==> config.mk <==
export PLATFORM = sky130hd
export DESIGN_NAME = hashed_timer_wheel_core_flat
export DESIGN_NICKNAME = d
export VERILOG_FILES = /design/src/rtl/core/htw_pkg.sv /design/src/rtl/core/htw_if.sv /design/src/rtl/core/hashed_timer_wheel_core.sv /design/src/flat_wrapper.sv
export SDC_FILE = /design/constraint.sdc
export NUM_CORES = 2
export LEC_CHECK = 0
export ABC_AREA = 0
export BUFFER_PORTS_ARGS = -buffer_cell sky130_fd_sc_hd__buf_4
export CAP_MARGIN = 20
export CORE_UTILIZATION = 40
export DETAILED_ROUTE_END_ITERATION = 10
export GPL_TIMING_DRIVEN = 0
export PLACE_DENSITY = 0.56
export REMOVE_ABC_BUFFERS = 1
export SYNTH_ARGS = -nofsm -noshare
export SYNTH_HDL_FRONTEND = slang
export SYNTH_SLANG_ARGS = --single-unit
==> constraint.sdc <==
create_clock -name clk -period 11.1 [get_ports clk]
set_clock_uncertainty 0.05 [all_clocks]
set_input_delay 1.665 -clock clk [delete_from_list [all_inputs] [get_ports clk]]
set_output_delay 1.665 -clock clk [all_outputs]
set_load 0.01 [all_outputs]
==> src/rtl/core/htw_pkg.sv <==
// ----------------------------------------------------------------------------
// htw_pkg
// shared types and codes for the hashed timer wheel
// ----------------------------------------------------------------------------
`default_nettype none
package htw_pkg;
	localparam int NUM_TIMERS = 32;

	typedef enum logic [1:0] {
		CMD_START  = 2'd0,
		CMD_CANCEL = 2'd1,
		CMD_TICK   = 2'd2,
		CMD_NONE   = 2'd3
	} cmd_t;

	typedef enum logic [3:0] {
		ST_IDLE,
		ST_START,
		ST_CANCEL,
		ST_TICK_HEAD,
		ST_TICK_POP,
		ST_TICK_FILE,
		ST_EMIT,
		ST_DONE
	} state_t;

	typedef struct packed {
		logic [1:0]  cmd;
		logic [4:0]  timer_id;
		logic [31:0] duration;
		logic        periodic;
	} in_item_t;

	typedef struct packed {
		logic       status;
		logic       expired_valid;
		logic [4:0] expired_id;
		logic       last;
	} out_item_t;
endpackage
`default_nettype wire

==> src/rtl/core/htw_if.sv <==
// ----------------------------------------------------------------------------
// htw_in_if / htw_out_if
// valid/ready channels carrying the input and result items
// ----------------------------------------------------------------------------
`default_nettype none
interface htw_in_if import htw_pkg::*; ();
	logic     valid;
	logic     ready;
	in_item_t data;
	modport source (output valid, output data, input ready);
	modport sink   (input valid, input data, output ready);
endinterface

interface htw_out_if import htw_pkg::*; ();
	logic      valid;
	logic      ready;
	out_item_t data;
	modport source (output valid, output data, input ready);
	modport sink   (input valid, input data, output ready);
endinterface
`default_nettype wire

==> src/rtl/core/hashed_timer_wheel_core.sv <==
// ----------------------------------------------------------------------------
// hashed_timer_wheel_core
// hashed timing wheel with per-slot fifo timer lists and a step sequencer
// ----------------------------------------------------------------------------
// One item at a time. Start and cancel pass through their own state to DONE.
// A tick unlinks each timer at the current slot's head, re-files it by its
// remainder (or its period, if expired and periodic) and emits it if expired,
// until the slot is empty; EMIT and DONE wait while the result sink stalls.
// All of it runs through one list sequencer with registered reads of the slot
// head/tail tables and one filing unit for slot targets and remainders. Every
// item yields at least one result item through a one-entry output register;
// the latest expiry of a tick is held back so that it can carry last. The next
// item is taken once the last result has left. After reset a clearing pass
// over all NUM_SLOTS slots sets head and tail tables empty before any accept.
`default_nettype none
module hashed_timer_wheel_core import htw_pkg::*; #(
	parameter int NUM_SLOTS  = 64
) (
	input  wire logic clk,
	input  wire logic arst_n,
	htw_in_if.sink    in_ch,
	htw_out_if.source out_ch
);
	localparam int SW = $clog2(NUM_SLOTS);
	localparam int TW = $clog2(NUM_TIMERS + 1);
	localparam logic [TW-1:0] NIL = TW'(NUM_TIMERS);

	state_t state_q, state_d;

	logic [TW-1:0] head_mem [NUM_SLOTS];
	logic [TW-1:0] tail_mem [NUM_SLOTS];
	logic [TW-1:0] next_q   [NUM_TIMERS];
	logic [TW-1:0] prev_q   [NUM_TIMERS];
	logic [SW-1:0] home_q   [NUM_TIMERS];
	logic [31:0]   dur_q    [NUM_TIMERS];
	logic [31:0]   rem_q    [NUM_TIMERS];
	logic [NUM_TIMERS-1:0] run_q, listed_q, per_q;

	logic [SW-1:0] cur_q;
	logic          clr_q;
	logic [SW-1:0] clr_cnt_q;
	in_item_t      item_q;
	logic [5:0]    nres_q;
	out_item_t     res_q;
	logic          res_v_q;
	logic          pend_v_q;
	logic [4:0]    pend_id_q;
	logic          sts_q;

	// registered slot table reads
	logic [TW-1:0] head_rd_q, tail_rd_q;

	logic [TW-1:0] id_t, t_q;
	assign id_t = TW'(item_q.timer_id);
	logic id_ok;
	assign id_ok = {1'b0, item_q.timer_id} < 6'(NUM_TIMERS);

	logic [31:0] t_rem, t_dur;
	assign t_rem = rem_q[t_q[TW-2:0]];
	assign t_dur = dur_q[t_q[TW-2:0]];

	// shared filing unit: target slot and remainder for duration f_dur
	logic [31:0]   f_dur;
	logic          f_avoid;
	logic [SW-1:0] f_slot;
	logic [31:0]   f_rem;
	always_comb begin
		f_rem  = 32'd0;
		if (f_dur >= 32'(NUM_SLOTS)) begin
			f_rem  = f_dur - 32'(NUM_SLOTS) + 32'd1;
			f_slot = cur_q - SW'(1);
		end else begin
			f_slot = cur_q + f_dur[SW-1:0];
		end
		if (f_avoid && f_slot == cur_q)
			f_slot = cur_q + SW'(1);
	end

	logic [TW-1:0] u_p, u_n;
	logic [SW-1:0] u_s;

	// output
	logic      out_free;
	logic      res_load;
	out_item_t res_d;
	assign out_free     = !res_v_q || out_ch.ready;
	assign out_ch.valid = res_v_q;
	assign out_ch.data  = res_q;
	assign in_ch.ready  = (state_q == ST_IDLE) && !clr_q && !res_v_q;

	logic [TW-1:0] u_t;
	always_comb begin
		state_d = state_q;
		u_t     = (state_q == ST_CANCEL) ? id_t : t_q;
		f_dur   = item_q.duration;
		f_avoid = 1'b0;
		case (state_q)
			ST_IDLE: begin
				f_dur = in_ch.data.duration;
				if (in_ch.valid && in_ch.ready) begin
					case (in_ch.data.cmd)
						CMD_START:  state_d = ST_START;
						CMD_CANCEL: state_d = ST_CANCEL;
						CMD_TICK:   state_d = ST_TICK_HEAD;
						default:    state_d = ST_DONE;
					endcase
				end
			end
			ST_START:     state_d = ST_DONE;
			ST_CANCEL:    state_d = ST_DONE;
			ST_TICK_HEAD: state_d = (head_rd_q == NIL) ? ST_DONE : ST_TICK_POP;
			ST_TICK_POP: begin
				f_avoid = 1'b1;
				f_dur   = (t_rem != 32'd0) ? t_rem : t_dur;
				state_d = ST_TICK_FILE;
			end
			ST_TICK_FILE: begin
				f_avoid = 1'b1;
				f_dur   = (t_rem != 32'd0) ? t_rem : t_dur;
				state_d = (t_rem == 32'd0) ? ST_EMIT : ST_TICK_HEAD;
			end
			ST_EMIT:
				if (!pend_v_q || nres_q >= 6'd32 || out_free) state_d = ST_TICK_HEAD;
			ST_DONE:      if (out_free) state_d = ST_IDLE;
			default:      state_d = ST_IDLE;
		endcase
	end
	assign u_s = home_q[u_t[TW-2:0]];
	assign u_p = prev_q[u_t[TW-2:0]];
	assign u_n = next_q[u_t[TW-2:0]];

	// result register load
	always_comb begin
		res_load = 1'b0;
		res_d    = '0;
		case (state_q)
			ST_EMIT: if (pend_v_q && nres_q < 6'd32 && out_free) begin
				res_load = 1'b1;
				res_d    = '{status: 1'b0, expired_valid: 1'b1,
					expired_id: pend_id_q, last: 1'b0};
			end
			ST_DONE: if (out_free) begin
				res_load = 1'b1;
				if (pend_v_q)
					res_d = '{status: 1'b0, expired_valid: 1'b1,
						expired_id: pend_id_q, last: 1'b1};
				else
					res_d = '{status: sts_q, expired_valid: 1'b0,
						expired_id: 5'd0, last: 1'b1};
			end
			default: ;
		endcase
	end

	always_ff @(posedge clk or negedge arst_n) begin
		if (!arst_n)
			state_q <= ST_IDLE;
		else
			state_q <= state_d;
	end

	// unlink timer u_t or append timer to slot f_slot
	logic do_unlink, do_append;
	logic [TW-1:0] ap_t;
	always_comb begin
		do_unlink = 1'b0;
		do_append = 1'b0;
		ap_t      = id_t;
		case (state_q)
			ST_START:     do_append = id_ok && !listed_q[id_t[TW-2:0]];
			ST_CANCEL:    do_unlink = id_ok && run_q[id_t[TW-2:0]] &&
				listed_q[id_t[TW-2:0]];
			ST_TICK_POP:  do_unlink = 1'b1;
			ST_TICK_FILE: begin
				ap_t      = t_q;
				do_append = (t_rem != 32'd0) || per_q[t_q[TW-2:0]];
			end
			default: ;
		endcase
	end

	always_ff @(posedge clk) begin
		if (clr_q) begin
			head_mem[clr_cnt_q] <= NIL;
			tail_mem[clr_cnt_q] <= NIL;
		end else if (do_unlink) begin
			if (u_p == NIL) head_mem[u_s] <= u_n;
			else next_q[u_p[TW-2:0]] <= u_n;
			if (u_n == NIL) tail_mem[u_s] <= u_p;
			else prev_q[u_n[TW-2:0]] <= u_p;
			next_q[u_t[TW-2:0]] <= NIL;
			prev_q[u_t[TW-2:0]] <= NIL;
		end else if (do_append) begin
			prev_q[ap_t[TW-2:0]] <= tail_rd_q;
			next_q[ap_t[TW-2:0]] <= NIL;
			if (tail_rd_q == NIL) head_mem[f_slot] <= ap_t;
			else next_q[tail_rd_q[TW-2:0]] <= ap_t;
			tail_mem[f_slot] <= ap_t;
			home_q[ap_t[TW-2:0]] <= f_slot;
			rem_q[ap_t[TW-2:0]]  <= f_rem;
		end
		head_rd_q <= head_mem[cur_q];
		tail_rd_q <= tail_mem[f_slot];
		if (state_q == ST_START && do_append)
			dur_q[id_t[TW-2:0]] <= item_q.duration;
		if (state_q == ST_IDLE && in_ch.valid && in_ch.ready)
			item_q <= in_ch.data;
		if (state_q == ST_TICK_HEAD)
			t_q <= head_rd_q;
	end

	always_ff @(posedge clk or negedge arst_n) begin
		if (!arst_n) begin
			clr_q     <= 1'b1;
			clr_cnt_q <= '0;
			cur_q     <= '0;
			run_q     <= '0;
			listed_q  <= '0;
			per_q     <= '0;
			nres_q    <= '0;
			res_v_q   <= 1'b0;
			res_q     <= '0;
			pend_v_q  <= 1'b0;
			pend_id_q <= '0;
			sts_q     <= 1'b0;
		end else begin
			if (clr_q) begin
				clr_cnt_q <= clr_cnt_q + SW'(1);
				if (clr_cnt_q == SW'(NUM_SLOTS - 1)) clr_q <= 1'b0;
			end
			if (res_load) begin
				res_v_q <= 1'b1;
				res_q   <= res_d;
			end else if (out_ch.ready) begin
				res_v_q <= 1'b0;
			end
			if (state_q == ST_IDLE) nres_q <= '0;
			if (do_unlink) listed_q[u_t[TW-2:0]] <= 1'b0;
			if (do_append) listed_q[ap_t[TW-2:0]] <= 1'b1;
			case (state_q)
				ST_IDLE: sts_q <= 1'b0;
				ST_START: begin
					sts_q <= !id_ok || listed_q[id_t[TW-2:0]];
					if (do_append) begin
						run_q[id_t[TW-2:0]] <= 1'b1;
						per_q[id_t[TW-2:0]] <= item_q.periodic;
					end
				end
				ST_CANCEL: if (id_ok) run_q[id_t[TW-2:0]] <= 1'b0;
				ST_TICK_HEAD: if (head_rd_q == NIL) cur_q <= cur_q + SW'(1);
				ST_TICK_FILE:
					if (t_rem == 32'd0 && !per_q[t_q[TW-2:0]])
						run_q[t_q[TW-2:0]] <= 1'b0;
				ST_EMIT: if (nres_q < 6'd32 && (!pend_v_q || out_free)) begin
					pend_v_q  <= 1'b1;
					pend_id_q <= 5'(t_q);
					nres_q    <= nres_q + 6'd1;
				end
				ST_DONE: if (out_free) pend_v_q <= 1'b0;
				default: ;
			endcase
		end
	end

	a_busy_not_ready: assert property (@(posedge clk) disable iff (!arst_n)
		(state_q != ST_IDLE) |-> !in_ch.ready) else $error("ready while busy");
	a_clear_no_accept: assert property (@(posedge clk) disable iff (!arst_n)
		clr_q |-> !in_ch.ready) else $error("accept during clear");
	a_nres_bound: assert property (@(posedge clk) disable iff (!arst_n)
		nres_q <= 6'd32) else $error("result count overflow");
	a_out_hold: assert property (@(posedge clk) disable iff (!arst_n)
		(res_v_q && !out_ch.ready) |=> (res_v_q && $stable(res_q)))
		else $error("result item changed while waiting");
endmodule
`default_nettype wire
==> src/flat_wrapper.sv <==
// flat-port wrapper written by rule: the top's interface ports become plain ports
module hashed_timer_wheel_core_flat import htw_pkg::*;
#(
	parameter int NUM_SLOTS  = 64
)
  (clk, arst_n, in_ch_valid, in_ch_data, in_ch_ready, out_ch_valid, out_ch_data, out_ch_ready);
  htw_in_if in_ch_i ();
  htw_out_if out_ch_i ();
  input  wire logic clk;
  input  wire logic arst_n;
  input wire logic [$bits(in_ch_i.valid)-1:0] in_ch_valid;
  input wire logic [$bits(in_ch_i.data)-1:0] in_ch_data;
  output wire logic [$bits(in_ch_i.ready)-1:0] in_ch_ready;
  output wire logic [$bits(out_ch_i.valid)-1:0] out_ch_valid;
  output wire logic [$bits(out_ch_i.data)-1:0] out_ch_data;
  input wire logic [$bits(out_ch_i.ready)-1:0] out_ch_ready;
  assign in_ch_i.valid = in_ch_valid;
  assign in_ch_i.data = in_ch_data;
  assign in_ch_ready = in_ch_i.ready;
  assign out_ch_valid = out_ch_i.valid;
  assign out_ch_data = out_ch_i.data;
  assign out_ch_i.ready = out_ch_ready;
  hashed_timer_wheel_core #(.NUM_SLOTS(NUM_SLOTS)) u_core (.clk(clk), .arst_n(arst_n), .in_ch(in_ch_i), .out_ch(out_ch_i));
endmodule
# ---- Word-level counts from Yosys, hierarchy flattened
# Memory sizes are Yosys's and may differ from the RTL's. A register that Yosys moved wholly into a read port is not among the register bits.
# Cells that the tools add are included.
dict set report classes {
  eq_ne 21
  n_lt_le_gt_ge 11
  n_mux 115
  add_sub_neg 7
  bitwise_logic 8
  n_reduce_logical 49
}
# cell count
set ops {}
lappend ops {{two-way mux 32 bit} 6}
lappend ops {{two-way mux 6 bit} 17}
lappend ops {{AND 32 bit} 3}
lappend ops {{NOT 32 bit} 3}
lappend ops {{one-hot mux 32 bit (3 select lines)} 1}
lappend ops {{bitwise OR 32 bit} 2}
lappend ops {{one-hot mux 32 bit (2 select lines)} 1}
lappend ops {{two-way mux 1 bit} 60}
lappend ops {{OR reduction 6 bit} 7}
lappend ops {{adder 32 x 1 -> 32 bit (second input constant)} 1}
lappend ops {{bitwise mux 32 bit} 1}
lappend ops {{>= comparator 32 x 7 -> 1 bit (second input constant)} 1}
lappend ops {{logical NOT 32 bit} 1}
lappend ops {{nonzero test 32 bit} 1}
lappend ops {{subtractor 32 x 7 -> 32 bit (second input constant)} 1}
lappend ops {{== test 6 bit (second input constant)} 5}
lappend ops {{two-way mux 5 bit} 6}
lappend ops {{one-hot mux 4 bit (7 select lines)} 1}
lappend ops {{< comparator 5 x 6 -> 1 bit (second input constant)} 4}
lappend ops {{demux 1 bit (select 5 bit)} 4}
lappend ops {{>= comparator 5 x 1 -> 1 bit (second input constant)} 4}
lappend ops {{adder 6 x 1 -> 6 bit (second input constant)} 3}
lappend ops {{== test 4 x 3 -> 1 bit (second input constant)} 4}
lappend ops {{logical AND 1 bit} 16}
lappend ops {{other kinds (28)} 58}
dict set report word_totals {
  ff_bits 179
  ram_bits 3392
  out_inout_bits 10
  word_cells 238
  mem_count 7
}
# memory words word_bits read_ports rd_clocked_by_memory_dff write_ports line
set mem_list {}
lappend mem_list {u_core.dur_q 32 32 1 1 1 hashed_timer_wheel_core.sv:35} ;# logic [31:0] dur_q [NUM_TIMERS];
lappend mem_list {u_core.rem_q 32 32 1 1 1 hashed_timer_wheel_core.sv:36} ;# logic [31:0] rem_q [NUM_TIMERS];
lappend mem_list {u_core.head_mem 64 6 1 1 1 hashed_timer_wheel_core.sv:30} ;# logic [TW-1:0] head_mem [NUM_SLOTS];
lappend mem_list {u_core.tail_mem 64 6 1 1 1 hashed_timer_wheel_core.sv:31} ;# logic [TW-1:0] tail_mem [NUM_SLOTS];
lappend mem_list {u_core.home_q 32 6 1 0 1 hashed_timer_wheel_core.sv:34} ;# logic [SW-1:0] home_q [NUM_TIMERS];
lappend mem_list {u_core.next_q 32 6 1 0 2 hashed_timer_wheel_core.sv:32} ;# logic [TW-1:0] next_q [NUM_TIMERS];
lappend mem_list {{+1 memories} -- -- -- -- -- --}

# ---- Depth between registers and ports, before layout
dict set report depth {
  ltp_word 11
  mapped_depth 41
  mapped_depth_nobuf 29
}

# ---- Worst setup path after synthesis
# OpenSTA, ideal clock, no wires.
dict set report synth_timing {
  path_type {register -> register}
  start {register with a tool-made name}
  end {memory u_core.head_mem[28][0] (netlist name), enable pin}
  setup_slack_ns 2.176
  synth_period_minus_slack_ns 8.924
  arrival_ns 8.496
  stages_incl_launch_ff 33
  path_cell_list {dfxtp_1 buf_2 buf_2 buf_2 buf_1 clkbuf_1 clkbuf_1 mux4_2 mux4_2 mux2i_1 a21oi_1 a311oi_1 nand4_1 nor2_1 buf_2 buf_1 nand2_1 fa_1 a21o_1 a21oi_1 xnor2_1 xor2_1 or3_1 or3_1 buf_4 and2_0 or2_2 clkbuf_1 inv_1 a21oi_1 nand2b_1 nor3b_1 nor3b_1}
}
# element line
set synth_lines {}
lappend synth_lines {{to (decl)} hashed_timer_wheel_core.sv:30}

==> summary.md <==
| Metric | Value |
|---|---|
| Status | finished, final reports clean |
| Reg2reg path depth | 37 |
| Pwr Density | roughly 280 nW/µm² |
| Area of the multi-input gates | about 40000 µm² |
| First-pass GRT wire length | 578400 µm |
| DR WL/cell | a little over 30 µm |
| WL final | between 400000 and 500000 µm |
| Syn_area_per_cell | ~18 µm² |
| Hold-fix buffers, CTS | 0 |
| R2r setup slk | approximately 340 ps |
| Number of remaining DRC errors | 0 |
| Startpoint types | register |
| Most frequent CP cell | buf_16 |
| Crit path to | u_core.tail_rd_q[3]$_DFF_P_ |
| Type of the most critical hold path | register to register |
| Tcrit/Tclk final | 0.9693 |
| Largest net degree at the start of global routing | 95 |
| Placement Rows | roughly 220 |
| Total congestion overflow | 0 |
| Nets | between 8000 and 9000 |
| CTS Buf Count | about 380 |
| Max-cap violation count | 0 |
| Clk sink count | approximately 3600 |
| Distinct cells, synth | between 70 and 80 |
| Register cell area after layout | between 100000 and 150000 µm² |
| Core area | 362500 µm² |
| I/O pins | 54 |
| Via count | approximately 80000 |
| Asr flop ratio synth | 0.03736 |
| DR iter-0 viols | roughly 9000 |
| Highest-count cells in the layout ignoring fill and taps | edfxtp_1, mux2i_1, mux4_2 |
| Clk_lat worst skew | roughly 970 ps |
| Predominant post-synthesis flop cell | edfxtp_1 |
| Setup CP Type | register to register |
| Clock tree buffer depth | 4 |
| Clk root buf | clkbuf_16 |
| Final setup viols | 0 |
| DIE AREA | between 300000 and 400000 µm² |
| Hpwl dp | between 200000 and 300000 µm |
| Fillers | between 20000 and 30000 |
| P_leak | 56.36 nW |
| Initial Util | 0.4024 |
| Worst-margin pin slew | about 1200 ps |
| Die width | just over 600 µm |
| DR pass1 iterations | 9 |
| Vias in the first global route | between 70000 and 80000 |
| Maximum clock rate | ~93 MHz |
| Layout area overhead | 16.88% |
| GRT Total Usage | 0.2179 |
| Die Span Y | between 600 and 700 µm |
| Worst path arrival time | around 11000 ps |
| Final ANT Viol Nets | 0 |
| Crit path max fanout | 46 |
| CTS tree | yes |
| EDFF count, synth | about 3200 |
| Worst-path clk slew | 60 ps |
| Most common cell after layout, fill and taps aside | edfxtp_1 |
| Antenna violations before repair | 8 |
| Post-Syn Area | ~150000 µm² |
| CTS H-tree depth | 5 |
| Post-Syn Instances | between 7000 and 8000 |
| Tmin final | about 11000 ps |
| Yosys warning total | 0 |
| Final hold viol count | 0 |
| Final setup TNS | 0 ps |
| FF+latch count, synth | ~3600 |
| Via density | roughly 5.9 |
| CP max stage cell | or4_4 |
| Routability Congestion | between 0.8 and 0.9 |
| Hold Slack | approximately 390 ps |
| Relative slew margins | 0.1671 |
| Worst path required time | around 12000 ps |
| Worst r2r dst | u_core.tail_rd_q[3]$_DFF_P_ |
| Slowest stage delay, CP | 730 ps |
| I/O Buffers | 53 |
| Layout cells sized above 1 | 0.2403 |
| Setup crit end kind | register |
| Slew Limit Fails | 0 |
| Sequential area share after synthesis | 0.7195 |
| RSZ-0062 raised after global routing | true |
| Maximum VDD drop | 0.0002664 V |
==> synthesized netlist by cell type (80+ instances only) <==
cell type	n	area (µm²)
edfxtp_1	3244	97410
mux2i_1	833	8338
mux4_2	759	17090
nor2_1	529	1986
nand2_1	309	1160
a22oi_1	292	2192
clkbuf_1	280	1051
dfxtp_1	209	4184
o21ai_0	204	1021
dfrtp_1	133	3328
nand3_1	119	595.6
buf_2	85	425.4
mux2_2	85	957.2
a21oi_1	80	400.4
==> worst min-delay path by stage <==
stage,depth (start not counted),start,endpoint
after CTS,0,u_core.head_rd_q[5]$_DFF_P_,u_core.t_q[5]$_DFFE_PP_
after detailed placement,0,u_core.head_rd_q[5]$_DFF_P_,u_core.t_q[5]$_DFFE_PP_
final,0,u_core.head_rd_q[5]$_DFF_P_,u_core.t_q[5]$_DFFE_PP_
after floorplan,0,u_core.head_rd_q[5]$_DFF_P_,u_core.t_q[5]$_DFFE_PP_
after global placement,0,u_core.head_rd_q[5]$_DFF_P_,u_core.t_q[5]$_DFFE_PP_
after global routing,0,u_core.head_rd_q[5]$_DFF_P_,u_core.t_q[5]$_DFFE_PP_
==> cell families (layout without fill, tap and decap cells) <==
logic type,count (synthesis),in the layout,synth area share
flops,3587,3587,0.7195
fa+ha+maj,12,12,0.001081
xor+xnor,48,48,0.002882
compound gates,815,816,0.03725
buf+inv,519,1126,0.01619
other cells,0,6,0
mux,1685,1685,0.1816
simple gates,1316,1317,0.04150
==> repair_timing <==
| item | 4_1_cts | 5_1_grt |
|---|---|---|
| gates resized for setup | 67 | 23 |
| endpoints found under the setup margin | 774 | 695 |
| buffers inserted | 21 | 8 |
| cloned | 2 | 3 |
| endpoints found under the hold margin | 0 | 0 |
| pin swaps | 3 | 3 |
==> sequential cells by signal (all words and copies together) (netlist names), 3 cells and up, named ones only <==
| register | cells |
|---|---|
| u_core.out_ch.data | 8 |
| u_core.tail_rd_q | 6 |
| u_core.prev_q | 192 |
| u_core.item_q | 33 |
| u_core.t_q | 6 |
| u_core.rem_q | 1024 |
| u_core.head_mem | 384 |
| u_core.per_q | 32 |
| u_core.clr_cnt_q | 6 |
| u_core.home_q | 192 |
| u_core.state_q | 3 |
| u_core.next_q | 192 |
| u_core.dur_q | 1024 |
| u_core.nres_q | 6 |
| u_core.tail_mem | 384 |
| u_core.pend_id_q | 5 |
| u_core.listed_q | 32 |
| u_core.head_rd_q | 6 |
| u_core.run_q | 32 |
| u_core.id_t | 5 |
| u_core.cur_q | 6 |
==> metrics by stage <==
step / cells / worst slack [ps] / total power [mW] / cell area [µm²] / util
after floorplan: 7501 / -31290 / 30.04 / 143700 / -
after global placement: 12350 / -69440 / 35.26 / 150100 / 0.4139
after detailed placement: 12640 / -2607 / 35.36 / 157100 / 0.4333
after CTS: 13350 / 38.29 / 48.13 / 169900 / 0.4686
after global routing: 13390 / -33.19 / 49.85 / 170500 / 0.4703
final: 13390 / 341.3 / 48.17 / 170500 / 0.4703
==> per-layer routing <==
| metal | vias to the layer above | GRT usage | share of wire |
|---|---|---|---|
| met5 | - | 0 | 0.000027 |
| met4 | 2 | 0.06161 | 0.030 |
| met3 | 651 | 0.03609 | 0.072 |
| met2 | 3181 | 0.3468 | 0.47 |
| met1 | 42230 | 0.3098 | 0.43 |
| li1 | 32990 | - | - |
==> where the power goes <==
part	internal (mW)	total (mW)	leakage, nW	switching, mW
logic	6.50	17.3	17.6	10.8
clock network	7.35	12.6	6.05	5.30
registers	17.6	18.3	32.7	0.662
==> layout make-up <==
cell class                      count  area share
Antenna cell                        6  0.00008807
Clock buffer                      482     0.06037
Clock inverter                    212     0.01209
Inverter                           38   0.0009394
Multi-Input combinational cell   3878      0.2341
Sequential cell                  3587      0.6158
Tap cell                         4794     0.03518
Timing Repair Buffer              393     0.04143
Timing Repair inverter              1  0.00002936
==> critical path, delay by kind of cell (launching register included) <==
kind                     cells  cell delay [ps]
AND/OR/NAND/NOR             11             3520
buffers and inverters        9             1870
AO/OA/AOI/OAI               10             2230
flip-flops                   1              420
adder cells (fa/ha/maj)      2              600
multiplexers                 3             1280
XOR/XNOR                     2              390
(Power assumes the default switching activity.)
